## config.mk

```make
export PLATFORM = sky130hd
export DESIGN_NAME = sfa_norm
export DESIGN_NICKNAME = d
export VERILOG_FILES = /design/src/sv/sfa_pkg.sv /design/src/sv/sfa_norm.sv
export SDC_FILE = /design/constraint.sdc
export NUM_CORES = 1
export LEC_CHECK = 0
export ABC_AREA = 1
export BUFFER_PORTS_ARGS = -buffer_cell sky130_fd_sc_hd__buf_2
export CAP_MARGIN = 30
export CORE_ASPECT_RATIO = 0.5
export CORE_MARGIN = 1
export CORE_UTILIZATION = 45
export DETAILED_ROUTE_END_ITERATION = 7
export HOLD_SLACK_MARGIN = 0.06
export PLACE_DENSITY_LB_ADDON = 0.2
export SYNTH_ARGS = -nofsm -noshare
export SYNTH_HDL_FRONTEND = slang
export SYNTH_SLANG_ARGS = --single-unit
```

## constraint.sdc

```tcl
create_clock -name aclk -period 5 [get_ports aclk]
set_input_delay 0.25 -clock aclk [delete_from_list [all_inputs] [get_ports aclk]]
set_output_delay 0.25 -clock aclk [all_outputs]
set_load 0.05 [all_outputs]
```

## src/sv/sfa_pkg.sv

```systemverilog
package sfa_pkg;

    localparam int IterStages = 27;
    localparam int DivSteps   = 25;
    localparam int ExpBias    = 150;
    localparam int MaxExp     = 255;

    typedef enum logic [2:0] {
        OP_NEG, OP_ADD, OP_MUL, OP_DIV, OP_SQRT, OP_CMP, OP_I2F, OP_F2I
    } op_t;

    typedef logic signed [11:0] scale_t;

    typedef struct packed {
        op_t         op;
        logic        direct;
        logic        err;
        logic [31:0] res;
        logic        neg;
        logic [31:0] mag;
        scale_t      sh;
        logic [27:0] rem;
        logic [26:0] quot;
        logic [31:0] aux;
    } item_t;

    function automatic logic [5:0] clz32(input logic [31:0] v);
        logic [5:0] n;
        n = 6'd32;
        for (int i = 0; i < 32; i++) begin
            if (v[i]) begin
                n = 6'(31 - i);
            end
        end
        return n;
    endfunction

    function automatic item_t iter_step(input item_t it, input logic div_on);
        item_t       o;
        logic [27:0] hi;
        logic [26:0] root;
        logic [27:0] t;
        logic [27:0] dv;
        o    = it;
        dv   = {4'b0, it.aux[23:0]};
        root = {it.quot[25:0], 1'b0};
        hi   = {it.rem[25:0], it.aux[31:30]};
        t    = {root, 1'b1};
        if (!it.direct && it.op == OP_DIV && div_on) begin
            if (it.rem >= dv) begin
                o.rem  = (it.rem - dv) << 1;
                o.quot = {it.quot[25:0], 1'b1};
            end else begin
                o.rem  = it.rem << 1;
                o.quot = {it.quot[25:0], 1'b0};
            end
        end else if (!it.direct && it.op == OP_SQRT) begin
            o.aux = {it.aux[29:0], 2'b00};
            if (hi >= t) begin
                o.rem  = hi - t;
                o.quot = root | 27'd1;
            end else begin
                o.rem  = hi;
                o.quot = root;
            end
        end
        return o;
    endfunction

endpackage

```

## src/sv/sfa_norm.sv

```systemverilog
module sfa_norm (
    input  logic           aclk,
    input  logic           aresetn,
    input  logic           en,
    input  logic           in_valid,
    input  sfa_pkg::item_t in_item,
    output logic           out_valid,
    output logic [31:0]    out_result,
    output logic           out_error
);
    import sfa_pkg::*;

    logic        v1_reg, v2_reg, v3_reg;
    logic        dir1_reg, err1_reg, neg1_reg;
    logic [31:0] res1_reg, mag1_reg, mag1_next;
    scale_t      sh1_reg;
    logic [5:0]  lz1_reg;

    logic        dir2_reg, err2_reg, neg2_reg, zero2_reg;
    logic [31:0] res2_reg;
    logic [23:0] mant2_reg, mant2_next;
    scale_t      exp2_reg, exp2_next;

    logic [31:0] res3_reg, res3_next;
    logic        err3_reg;

    logic [5:0]  rs, ls;
    logic [31:0] shifted;

    always_comb begin
        mag1_next = in_item.mag;
        if (!in_item.direct && (in_item.op == OP_DIV || in_item.op == OP_SQRT)) begin
            mag1_next = {5'b0, in_item.quot};
        end
    end

    always_comb begin
        rs = 6'd8 - lz1_reg;
        ls = lz1_reg - 6'd8;
        shifted = (lz1_reg < 6'd8) ? (mag1_reg >> rs) : (mag1_reg << ls);
        mant2_next = shifted[23:0];
        exp2_next = sh1_reg + 12'sd158 - $signed({6'b0, lz1_reg});
    end

    always_comb begin
        if (dir2_reg || zero2_reg || exp2_reg < 0) begin
            res3_next = dir2_reg ? res2_reg : '0;
        end else if (exp2_reg > 12'(MaxExp)) begin
            res3_next = {neg2_reg, 8'hFF, 23'h7F_FFFF};
        end else begin
            res3_next = {neg2_reg, exp2_reg[7:0], mant2_reg[22:0]};
        end
    end

    always_ff @(posedge aclk) begin
        if (!aresetn) begin
            v1_reg <= 1'b0;
            v2_reg <= 1'b0;
            v3_reg <= 1'b0;
        end else if (en) begin
            v1_reg <= in_valid;
            v2_reg <= v1_reg;
            v3_reg <= v2_reg;
        end
    end

    always_ff @(posedge aclk) begin
        if (en) begin
            dir1_reg  <= in_item.direct;
            err1_reg  <= in_item.err;
            neg1_reg  <= in_item.neg;
            res1_reg  <= in_item.res;
            sh1_reg   <= in_item.sh;
            mag1_reg  <= mag1_next;
            lz1_reg   <= clz32(mag1_next);
            dir2_reg  <= dir1_reg;
            err2_reg  <= err1_reg;
            neg2_reg  <= neg1_reg;
            res2_reg  <= res1_reg;
            zero2_reg <= (mag1_reg == '0);
            mant2_reg <= mant2_next;
            exp2_reg  <= exp2_next;
            res3_reg  <= res3_next;
            err3_reg  <= err2_reg;
        end
    end

    assign out_valid  = v3_reg;
    assign out_result = res3_reg;
    assign out_error  = err3_reg;
endmodule

```

==> impl_metrics.ini <==
[clock_network]
tritoncts_num_sinks = 192
hold_fix_buffer_count_after_cts = 49
tritoncts_clock_tree = done
clockRootBuffer = clkbuf_16
cts_resized = 0
number_of_buffers_inserted_during_clock_tree_synthesis = 17
clkLatencyLatePin_ns = 0.45
cts.path.max_buffers = 2
postCtsSetupBuffers = 0
cts_max_level = 4
cts.clk_slew.worst_paths_ns = 0.07

[cells_and_area]
most_common_cell_after_layout_fill_and_taps_aside = nand2_1
most-common-layout-cells = nand2_1 (281), edfxtp_1 (189), buf_2 (145)
utilization_pct = 56.1
antenna-diode-count = 0
multi_input_comb_area_um2 = 3800
layout-area-overhead-vs-synth_pct = 20.4
layout.nets = 1485
post_route_cells_drive_above_1_share_pct = 18.4
fillerInstances = 1946
final-seq-area_um2 = 5740

[global_route]
number_of_global_route_vias_before_repair = 7410
maximum_number_of_pins_on_one_net_before_global_route_repair = 111
global_route.overflow_total = 0
initial_antenna_violation_count = 0
grt_usage_pct = 21.9
global_route_wire_length_before_repair_um = 39000

[pwr]
cellInternalPower_uw = 3010
share_clk_of_total_power_pct = 30.0
power_per_cell_area_nw_per_um2 = 361
combPwrFrac_pct = 24.6
swShare_pct = 32.4
p_leak_uw = 0.00542
peakVddDrop_uv = 304
power_switching_uw = 1440
sequentialPowerShare_pct = 45.4

[setup_path]
critical_path.endpoint_type = register
path_max_fanout = 26
critical_path_class = register to register
critPathLaunchType = register
worstPathArrival_ns = 3.71
worst-endpoint-required_ns = 5.31

[timing]
worst_pin_slew_ns = 1.07
finalSetupViolCount = 0
clock-skew-final_ns = 0.00971
final.period_utilization_pct = 68.0
max_freq_mhz = 294
fin_tns_setup_ns = 0
final_period_demand_of_the_worst_path_ns = 3.40
maxSlewViolCount = 0
rsz0062_at_grt = no
max_slew_margin_pct = 28.1
timing.final.hold_violations = 0

[floorplan]
die-width_um = 215
chipHeight_um = 109
fp.dieArea_um2 = 23400
coreArea_um2 = 22000
initial_core_util_pct = 46.6
num_rows = 38
top_level_ports = 207

[yosys]
synth-warning-count = 0
synthesis.nets = 1307
proportion_of_synthesized_chip_area_in_sequential_cells_pct = 56.0
syn-instance-count = 1112
yosysUniqueCellTypes = 52
syn_area_um2 = 10300
synth.avg_cell_area_um2 = 9.22
dominantRegCellSynth = edfxtp_1
postSynth.asyncResetShare_pct = 0
synth-edff-count = 189
synth.ff_latch_count = 192

[placed_design]
routabilityCongestion = 0.933
port_buffers = 146
dp.final_hpwl_um = 18600

[routing]
dr.pass1.iters = 5
drt_first_iter_violations = 580
drtAntennaViolNets = 0
detailed_route_wire_length_per_cell_um = 15.7
route.top_layer_used = met4
vias_per_cell = 5.08
detailroute.wirelength.met3_um = 1470
drt-total-wl_um = 25100
routed-wl-met2_um = 10500
drt-met1-wl_um = 12800
drc = 0
via_count = 8141

[hold_path]
holdCritPathClass = input pin to register

[run_status]
status = completed

[flow_run]
drv_cap = 0
## layout make-up
class,instances,share of cell area (%)
Sequential cell,192,46.5
Multi-Input combinational cell,736,30.8
Timing Repair Buffer,209,11.0
Inverter,134,4.08
Clock buffer,18,3.48
Tap cell,300,3.04
Clock inverter,14,1.17
## routing by layer
metal  up-vias  track usage [%]
li1       4144                -
met1      3745             32.9
met2       223             31.5
met3        29             4.66
met4         0             6.59
met5         -                0
## final timing paths
| kind | from | endpoint | slack (ns) | cells past startpoint |
|---|---|---|---|---|
| hold / removal | in_item[53] | mag1_reg[21] | 0.11 | 3 |
| setup reg to reg | lz1_reg[2] | mant2_reg[14] | 1.60 | 9 |
| setup / recovery | lz1_reg[2] | mant2_reg[14] | 1.60 | 9 |
| hold reg to reg | res1_reg[18] | res2_reg[18] | 0.42 | 0 |
## synth_stat cells, drive strengths merged (2+ instances only)
master    n  area, um^2
o22ai     5        31.3
inv     132         495
dfxtp     3        60.1
or2      23         144
nor4      9        56.3
a311oi    2        17.5
nand4     5        31.3
mux2i    10         100
o21ai   179         978
a31oi     2        12.5
a22o      4        35.0
clkinv    2        7.51
a32oi     2        17.5
buf       8        46.3
a211oi    6        45.0
edfxtp  189        5680
a221o     2        20.0
nand2   284        1070
a21oi    56         284
o31ai     2        15.0
xnor2     3        26.3
nor3      7        35.0
a22oi     4        30.0
nand3    15        80.1
ha       21         263
clkbuf   41         154
o311ai    4        35.0
a32o      2        20.0
xor2     11        96.3
nor2     68         255
## power by group through the flow
| stage | combinational (uW) | sequential (uW) | clock (uW) |
|---|---|---|---|
| floorplan | 634 | 2130 | 0 |
| global placement | 1040 | 2050 | 0 |
| detailed placement | 1050 | 2060 | 0 |
| CTS | 1090 | 2020 | 1380 |
| global route | 1220 | 2040 | 1430 |
| finish | 1100 | 2020 | 1340 |
## worst max-delay path: stages (launching register included)
cell and delay [ns]:
edfxtp_1 0.92, inv_2 0.39, a21oi_1 0.27, xor2_1 0.43, inv_2 0.19, nor2_1 0.51
nand3_1 0.14, o21ai_1 0.20, nand2_1 0.12, nand2_1 0.09
## stage by stage
step / cell area [um^2] / cells / setup WS (ns) / hold slack, ns / total power [uW]
floorplan: 10300 / 1112 / 1.86 / 0.349 / 2760
global placement: 11300 / 1521 / 1.61 / 0.403 / 3090
detailed placement: 11300 / 1522 / 1.70 / 0.406 / 3110
CTS: 12300 / 1603 / 1.68 / 0.0897 / 4490
global route: 12300 / 1603 / 1.29 / 0.104 / 4690
finish: 12300 / 1603 / 1.60 / 0.111 / 4450
## cell families (layout without fill, tap and decap cells)
kind of cell / Yosys count / count (layout) / synth area share, %
multiplexers: 10 / 10 / 0.976
XOR/XNOR: 14 / 14 / 1.20
buffers and inverters: 184 / 375 / 7.04
adder cells (fa/ha/maj): 22 / 22 / 2.76
AND/OR/NAND/NOR: 413 / 413 / 16.5
flip-flops: 192 / 192 / 56.0
AO/OA/AOI/OAI: 277 / 277 / 15.6
Power figures use the tool's default switching activity.
