**src/sv/sfa_pkg.sv**
```systemverilog
package sfa_pkg;

    localparam int IterStages = 27;
    localparam int DivSteps   = 25;
    localparam int ExpBias    = 150;
    localparam int MaxExp     = 255;

    typedef enum logic [2:0] {
        OP_NEG, OP_ADD, OP_MUL, OP_DIV, OP_SQRT, OP_CMP, OP_I2F, OP_F2I
    } op_t;

    typedef logic signed [11:0] scale_t;

    typedef struct packed {
        op_t         op;
        logic        direct;
        logic        err;
        logic [31:0] res;
        logic        neg;
        logic [31:0] mag;
        scale_t      sh;
        logic [27:0] rem;
        logic [26:0] quot;
        logic [31:0] aux;
    } item_t;

    function automatic logic [5:0] clz32(input logic [31:0] v);
        logic [5:0] n;
        n = 6'd32;
        for (int i = 0; i < 32; i++) begin
            if (v[i]) begin
                n = 6'(31 - i);
            end
        end
        return n;
    endfunction

    function automatic item_t iter_step(input item_t it, input logic div_on);
        item_t       o;
        logic [27:0] hi;
        logic [26:0] root;
        logic [27:0] t;
        logic [27:0] dv;
        o    = it;
        dv   = {4'b0, it.aux[23:0]};
        root = {it.quot[25:0], 1'b0};
        hi   = {it.rem[25:0], it.aux[31:30]};
        t    = {root, 1'b1};
        if (!it.direct && it.op == OP_DIV && div_on) begin
            if (it.rem >= dv) begin
                o.rem  = (it.rem - dv) << 1;
                o.quot = {it.quot[25:0], 1'b1};
            end else begin
                o.rem  = it.rem << 1;
                o.quot = {it.quot[25:0], 1'b0};
            end
        end else if (!it.direct && it.op == OP_SQRT) begin
            o.aux = {it.aux[29:0], 2'b00};
            if (hi >= t) begin
                o.rem  = hi - t;
                o.quot = root | 27'd1;
            end else begin
                o.rem  = hi;
                o.quot = root;
            end
        end
        return o;
    endfunction

endpackage

```
**src/sv/sfa_front.sv**
```systemverilog
module sfa_front (
    input  logic               aclk,
    input  logic               aresetn,
    input  logic               en,
    input  logic               in_valid,
    input  sfa_pkg::op_t       in_op,
    input  logic [31:0]        in_a,
    input  logic [31:0]        in_b,
    input  logic signed [7:0]  in_shift,
    output logic               out_valid,
    output sfa_pkg::item_t     out_item
);
    import sfa_pkg::*;

    logic              va_reg;
    op_t               op_reg;
    logic [31:0]       a_reg;
    logic [31:0]       b_reg;
    logic signed [7:0] shift_reg;

    logic              vb_reg;
    item_t             itb_reg, itb_next;
    logic signed [24:0] opa_reg, opa_next, opb_reg, opb_next;
    logic signed [49:0] prod_reg, prod_next;

    logic              vc_reg;
    item_t             itc_reg, itc_next;

    logic [7:0]         ea, eb;
    logic [23:0]        ma, mb;
    logic signed [24:0] sva, svb;
    logic signed [9:0]  dexp, ndexp;
    logic signed [11:0] ef, nef, nexp;
    logic [31:0]        fmag;
    logic signed [31:0] ca, cb;

    always_comb begin
        ea    = a_reg[30:23];
        eb    = b_reg[30:23];
        ma    = {1'b1, a_reg[22:0]};
        mb    = {1'b1, b_reg[22:0]};
        sva   = a_reg[31] ? -$signed({1'b0, ma}) : $signed({1'b0, ma});
        svb   = b_reg[31] ? -$signed({1'b0, mb}) : $signed({1'b0, mb});
        dexp  = $signed({2'b0, ea}) - $signed({2'b0, eb});
        ndexp = -dexp;
        ef    = $signed({4'b0, ea}) - 12'sd150 - 12'(shift_reg);
        nef   = -ef;
        nexp  = $signed({4'b0, ea}) - 12'sd150;
        ca    = a_reg[31] ? -$signed({1'b0, a_reg[30:0]}) : $signed({1'b0, a_reg[30:0]});
        cb    = b_reg[31] ? -$signed({1'b0, b_reg[30:0]}) : $signed({1'b0, b_reg[30:0]});
        fmag  = '0;
        opa_next  = sva;
        opb_next  = svb;
        prod_next = sva * svb;
        itb_next  = '0;
        itb_next.op = op_reg;
        case (op_reg)
            OP_NEG: begin
                itb_next.direct = 1'b1;
                itb_next.res = (a_reg != '0) ? (a_reg ^ 32'h8000_0000) : '0;
            end
            OP_ADD: begin
                itb_next.direct = 1'b1;
                if (a_reg == '0) begin
                    itb_next.res = b_reg;
                end else if (b_reg == '0) begin
                    itb_next.res = a_reg;
                end else if (dexp > 10'sd24) begin
                    itb_next.res = a_reg;
                end else if (dexp < -10'sd24) begin
                    itb_next.res = b_reg;
                end else begin
                    itb_next.direct = 1'b0;
                    if (dexp >= 0) begin
                        opb_next = svb >>> dexp[4:0];
                        itb_next.sh = $signed({4'b0, ea}) - 12'sd150;
                    end else begin
                        opa_next = sva >>> ndexp[4:0];
                        itb_next.sh = $signed({4'b0, eb}) - 12'sd150;
                    end
                end
            end
            OP_MUL: begin
                if (a_reg == '0 || b_reg == '0) begin
                    itb_next.direct = 1'b1;
                end else begin
                    itb_next.sh = $signed({4'b0, ea}) + $signed({4'b0, eb}) - 12'sd276;
                end
            end
            OP_DIV: begin
                if (b_reg == '0) begin
                    itb_next.direct = 1'b1;
                    itb_next.err    = 1'b1;
                end else if (a_reg == '0) begin
                    itb_next.direct = 1'b1;
                end else begin
                    itb_next.rem = {4'b0, ma};
                    itb_next.aux = {8'b0, mb};
                    itb_next.neg = a_reg[31] ^ b_reg[31];
                    itb_next.sh  = $signed({4'b0, ea}) - $signed({4'b0, eb}) - 12'sd24;
                end
            end
            OP_SQRT: begin
                if (a_reg[31]) begin
                    itb_next.direct = 1'b1;
                    itb_next.err    = 1'b1;
                end else if (a_reg == '0) begin
                    itb_next.direct = 1'b1;
                end else begin
                    itb_next.aux = nexp[0] ? {7'b0, ma, 1'b0} : {8'b0, ma};
                    itb_next.sh  = (nexp >>> 1) - 12'sd11;
                end
            end
            OP_CMP: begin
                itb_next.direct = 1'b1;
                itb_next.res = (ca > cb) ? 32'd1 : ((ca < cb) ? '1 : '0);
            end
            OP_I2F: begin
                itb_next.neg = a_reg[31];
                itb_next.mag = a_reg[31] ? (32'd0 - a_reg) : a_reg;
                itb_next.sh  = 12'(shift_reg);
            end
            default: begin
                itb_next.direct = 1'b1;
                if (ef >= 0) begin
                    fmag = (ef > 12'sd7) ? 32'h7FFF_FFFF : ({8'b0, ma} << ef[2:0]);
                end else begin
                    fmag = (nef > 12'sd23) ? '0 : ({8'b0, ma} >> nef[4:0]);
                end
                if (a_reg == '0) begin
                    itb_next.res = '0;
                end else begin
                    itb_next.res = a_reg[31] ? (32'd0 - fmag) : fmag;
                end
            end
        endcase
    end

    logic signed [25:0] sum;
    logic signed [49:0] rnd;
    logic signed [25:0] rq;

    always_comb begin
        itc_next = itb_reg;
        sum = 26'(opa_reg) + 26'(opb_reg);
        rnd = prod_reg + 50'sd8388608;
        rq  = rnd[49:24];
        if (!itb_reg.direct && itb_reg.op == OP_ADD) begin
            itc_next.neg = sum[25];
            itc_next.mag = 32'(sum[25] ? -sum : sum);
        end else if (!itb_reg.direct && itb_reg.op == OP_MUL) begin
            itc_next.neg = rq[25];
            itc_next.mag = 32'(rq[25] ? -rq : rq);
        end
    end

    always_ff @(posedge aclk) begin
        if (!aresetn) begin
            va_reg <= 1'b0;
            vb_reg <= 1'b0;
            vc_reg <= 1'b0;
        end else if (en) begin
            va_reg <= in_valid;
            vb_reg <= va_reg;
            vc_reg <= vb_reg;
        end
    end

    always_ff @(posedge aclk) begin
        if (en) begin
            op_reg    <= in_op;
            a_reg     <= in_a;
            b_reg     <= in_b;
            shift_reg <= in_shift;
            itb_reg   <= itb_next;
            opa_reg   <= opa_next;
            opb_reg   <= opb_next;
            prod_reg  <= prod_next;
            itc_reg   <= itc_next;
        end
    end

    assign out_valid = vc_reg;
    assign out_item  = itc_reg;
endmodule

```
**config.mk**
```make
export PLATFORM = sky130hd
export DESIGN_NAME = sfa_front
export DESIGN_NICKNAME = d
export VERILOG_FILES = /design/src/sv/sfa_pkg.sv /design/src/sv/sfa_front.sv
export SDC_FILE = /design/constraint.sdc
export NUM_CORES = 2
export LEC_CHECK = 0
export BUFFER_PORTS_ARGS = -buffer_cell sky130_fd_sc_hd__buf_2
export CORE_MARGIN = 3
export CORE_UTILIZATION = 55
export DETAILED_ROUTE_END_ITERATION = 8
export PLACE_DENSITY = 0.76
export SKIP_CTS_REPAIR_TIMING = 1
export SLEW_MARGIN = 20
export SYNTH_ARGS = -nofsm -noshare
export SYNTH_HDL_FRONTEND = slang
export SYNTH_SLANG_ARGS = --single-unit
```
**constraint.sdc**
```tcl
create_clock -name aclk -period 8.6 [get_ports aclk]
set_input_delay 0 -clock aclk [delete_from_list [all_inputs] [get_ports aclk]]
set_output_delay 0 -clock aclk [all_outputs]
set_load 0.02 [all_outputs]
```
==> summary.md <==
| Metric | Value |
|---|---|
| Status | `finished with violations` |
| Violated checks | `negative setup slack` |
| Largest net degree at the start of global routing | `176` |
| Area grow syn2layout | `16.14%` |
| Share of the synthesized area in the top cell type | `0.2640` |
| Synth Area in Compound Gates | `0.1209` |
| Final Non-Filler Cells | `7052` |
| EDFF count, synth | `410` |
| Max cap viols | `0` |
| Initial Util | `0.5561` |
| Ratio of cells with drive above 1 in the final layout | `0.1655` |
| Root buffer cell | `clkbuf_16` |
| Largest stage delay, worst path | `580 ps` |
| FF/Latch Area | `0.01237 mm^2` |
| Average cell area after synthesis | `9.365 um^2` |
| Slew margin rel. | `0.2866` |
| Synth Flop Type | `edfxtp_1` |
| CORE AREA | `0.09015 mm^2` |
| Chip height | `307.9 um` |
| Routability congestion estimate from global placement | `1.091` |
| CTS tree | `built` |
| Global-route wire length before repair | `261100 um` |
| Clock skew | `25.50 ps` |
| Vias in the first global route | `42252` |
| Placed Cells | `6878` |
| Worst-Skew Late Latency | `600 ps` |
| Die area | `0.09480 mm^2` |
| CP Class | `flop to flop` |
| Critical Path End Type | `flop` |
| Synth unique cells | `95` |
| Most used cell, CP | `fa_1` |
| Antenna Nets Post-Route | `0` |
| Max Slew Vio Count | `0` |
| Nets | `6848` |
| RSZ-0062 raised after global routing | `true` |
| Most frequent cells in the layout | `inv_1 (763), fa_1 (645), nor2_1 (600)` |
| Final hold slack | `110.0 ps` |
| Hold Crit Class | `primary input to flop` |
| Post-synthesis mux area share | `0.03355` |
| CP max-delay cell | `or4_4` |
| Minimum clock period | `8852 ps` |
| CTS H-Tree Depth | `2` |
| Crit share post-route | `1.029` |
| Commonest non-fill, non-tap cell in the layout | `inv_1` |
| Final setup margin | `-251.6 ps` |
| DPL Wire Length | `141400 um` |
| Critical Path Start Type | `flop` |
| Antenna violations before repair | `5` |
| Worst-Margin Slew | `1067 ps` |
| Largest cells by area after synthesis | `fa_1 (26%), edfxtp_1 (25%), ha_1 (6.7%)` |
| Synth Area in Adders | `0.3311` |
| Area of the multi-input gates | `0.03422 mm^2` |
| DR pass1 iterations | `7` |
| Register area share after synthesis | `0.2468` |
| Row cnt | `110` |
| Chip Width | `307.9 um` |
| Routed wire length | `177700 um` |
| Crit-path max FO | `6` |
| Port Buf Inserts | `210` |
| Largest family of logic cells by synthesized area | `adder cells` |
| Mapped Cells | `5353` |
| WP data required | `8940 ps` |
| Util after Layout | `0.6458` |
| GRT Util Overall | `0.3705` |
| WL/cell | `25.20 um` |
| Mapped Area | `0.05013 mm^2` |
| #FFs+latches synth | `413` |
| Post-route DRC | `0` |
| Reg clk slew, reported paths | `70 ps` |
| Arrival time of the worst setup path | `9190 ps` |
| Hold Violations, Final | `0` |
| Simple logic cell fraction of the synthesized area | `0.1340` |
| Clock Sink Count | `413` |
| Gr ovfl total | `0` |
| Post-Synth XOR/XNOR Area | `0.04435` |
| FMAX | `113.0 MHz` |
| Iter 0 DRT Violations | `5009` |
| Post-synth ARST share | `0` |
| CTS Buffer Depth | `3` |
| CTS buffer count | `43` |
| Area leader, netlist | `fa_1` |
| Setup violators final | `8` |
| Ports | `249` |
| Fillers | `7263` |
| Yosys warnings | `0` |
| Via density | `6.053` |
| Routed via count | `42685` |
==> area by class of cell <==
class,instances,share of cell area
antenna,3,0.0001289
clock buffer,46,0.01904
clock inverter,32,0.005351
inverter,794,0.05143
multi-input combinational,3834,0.5878
sequential,413,0.2125
tap,1176,0.02527
timing repair buffer,754,0.09851
==> final timing paths <==
check	from	to	slack, ps	depth (start not counted)
worst min register to register	itb_reg[89]	out_item[89]	410	0
worst max-delay path	a_reg[4]	prod_reg[47]	-250	31
worst min-delay path	in_shift[3]	shift_reg[3]	110	2
worst max register to register	a_reg[4]	prod_reg[47]	-250	31
==> stage by stage <==
step / instance area [um^2] / setup TNS [ps] / worst slack (ps)
floorplan: 50630 / -162.9 / -118.6
global placement: 55500 / -1837 / -351.2
detailed placement: 55500 / -3766 / -505.4
CTS: 56920 / -3796 / -513.8
global route: 58220 / -4323 / -511.5
finish: 58220 / -1329 / -251.6
==> synth_stat cells, types with 16 or more instances <==
master and n:
a21o_1 49, clkbuf_1 266, a211oi_1 79, and2_1 54, xnor2_1 164, a21oi_1 268
a221oi_1 27, ha_1 268, and3_1 21, o21ai_0 228, mux4_2 31, a31oi_1 39
nand4_1 33, nand3_1 78, nor3_1 58, a22oi_1 16, buf_1 28, mux2i_1 78
nor2b_1 35, inv_1 778, o31ai_1 34, o21a_1 17, o211ai_1 35, buf_4 41
edfxtp_1 410, nand2b_1 22, nor4_1 21, o41ai_1 17, fa_1 661, xor2_1 88
nand2_1 519, or3_1 27, nor2_1 610, mux2_2 16
==> routing by layer <==
layer / vias to the layer above / GRT usage / part of all wire
met5: - / 0 / 0.00014
met4: 4 / 0.2124 / 0.072
met3: 594 / 0.1092 / 0.12
met2: 2658 / 0.5536 / 0.44
met1: 20813 / 0.4837 / 0.37
li1: 18616 / - / -
==> critical path, delay by kind of cell, from the launching register on <==
family / cells / cell delay [ps]
AOI/OAI and AO/OA: 7 / 1440
xor gates and xnor gates: 2 / 410
adders and majority gates: 8 / 3690
buffers and inverters: 7 / 690
DFF: 1 / 400
and+or+nand+nor: 7 / 1970
==> cells by family after synthesis <==
logic type	after synthesis
AND/OR/NAND/NOR	1537
buffers and inverters	1143
AO/OA/AOI/OAI	950
adder cells (fa/ha/maj)	930
flip-flops	413
XOR/XNOR	253
multiplexers	126
other	1
Power is not shown: default switching activity piles up to over one toggle a cycle in this logic, so the estimate is an artifact.
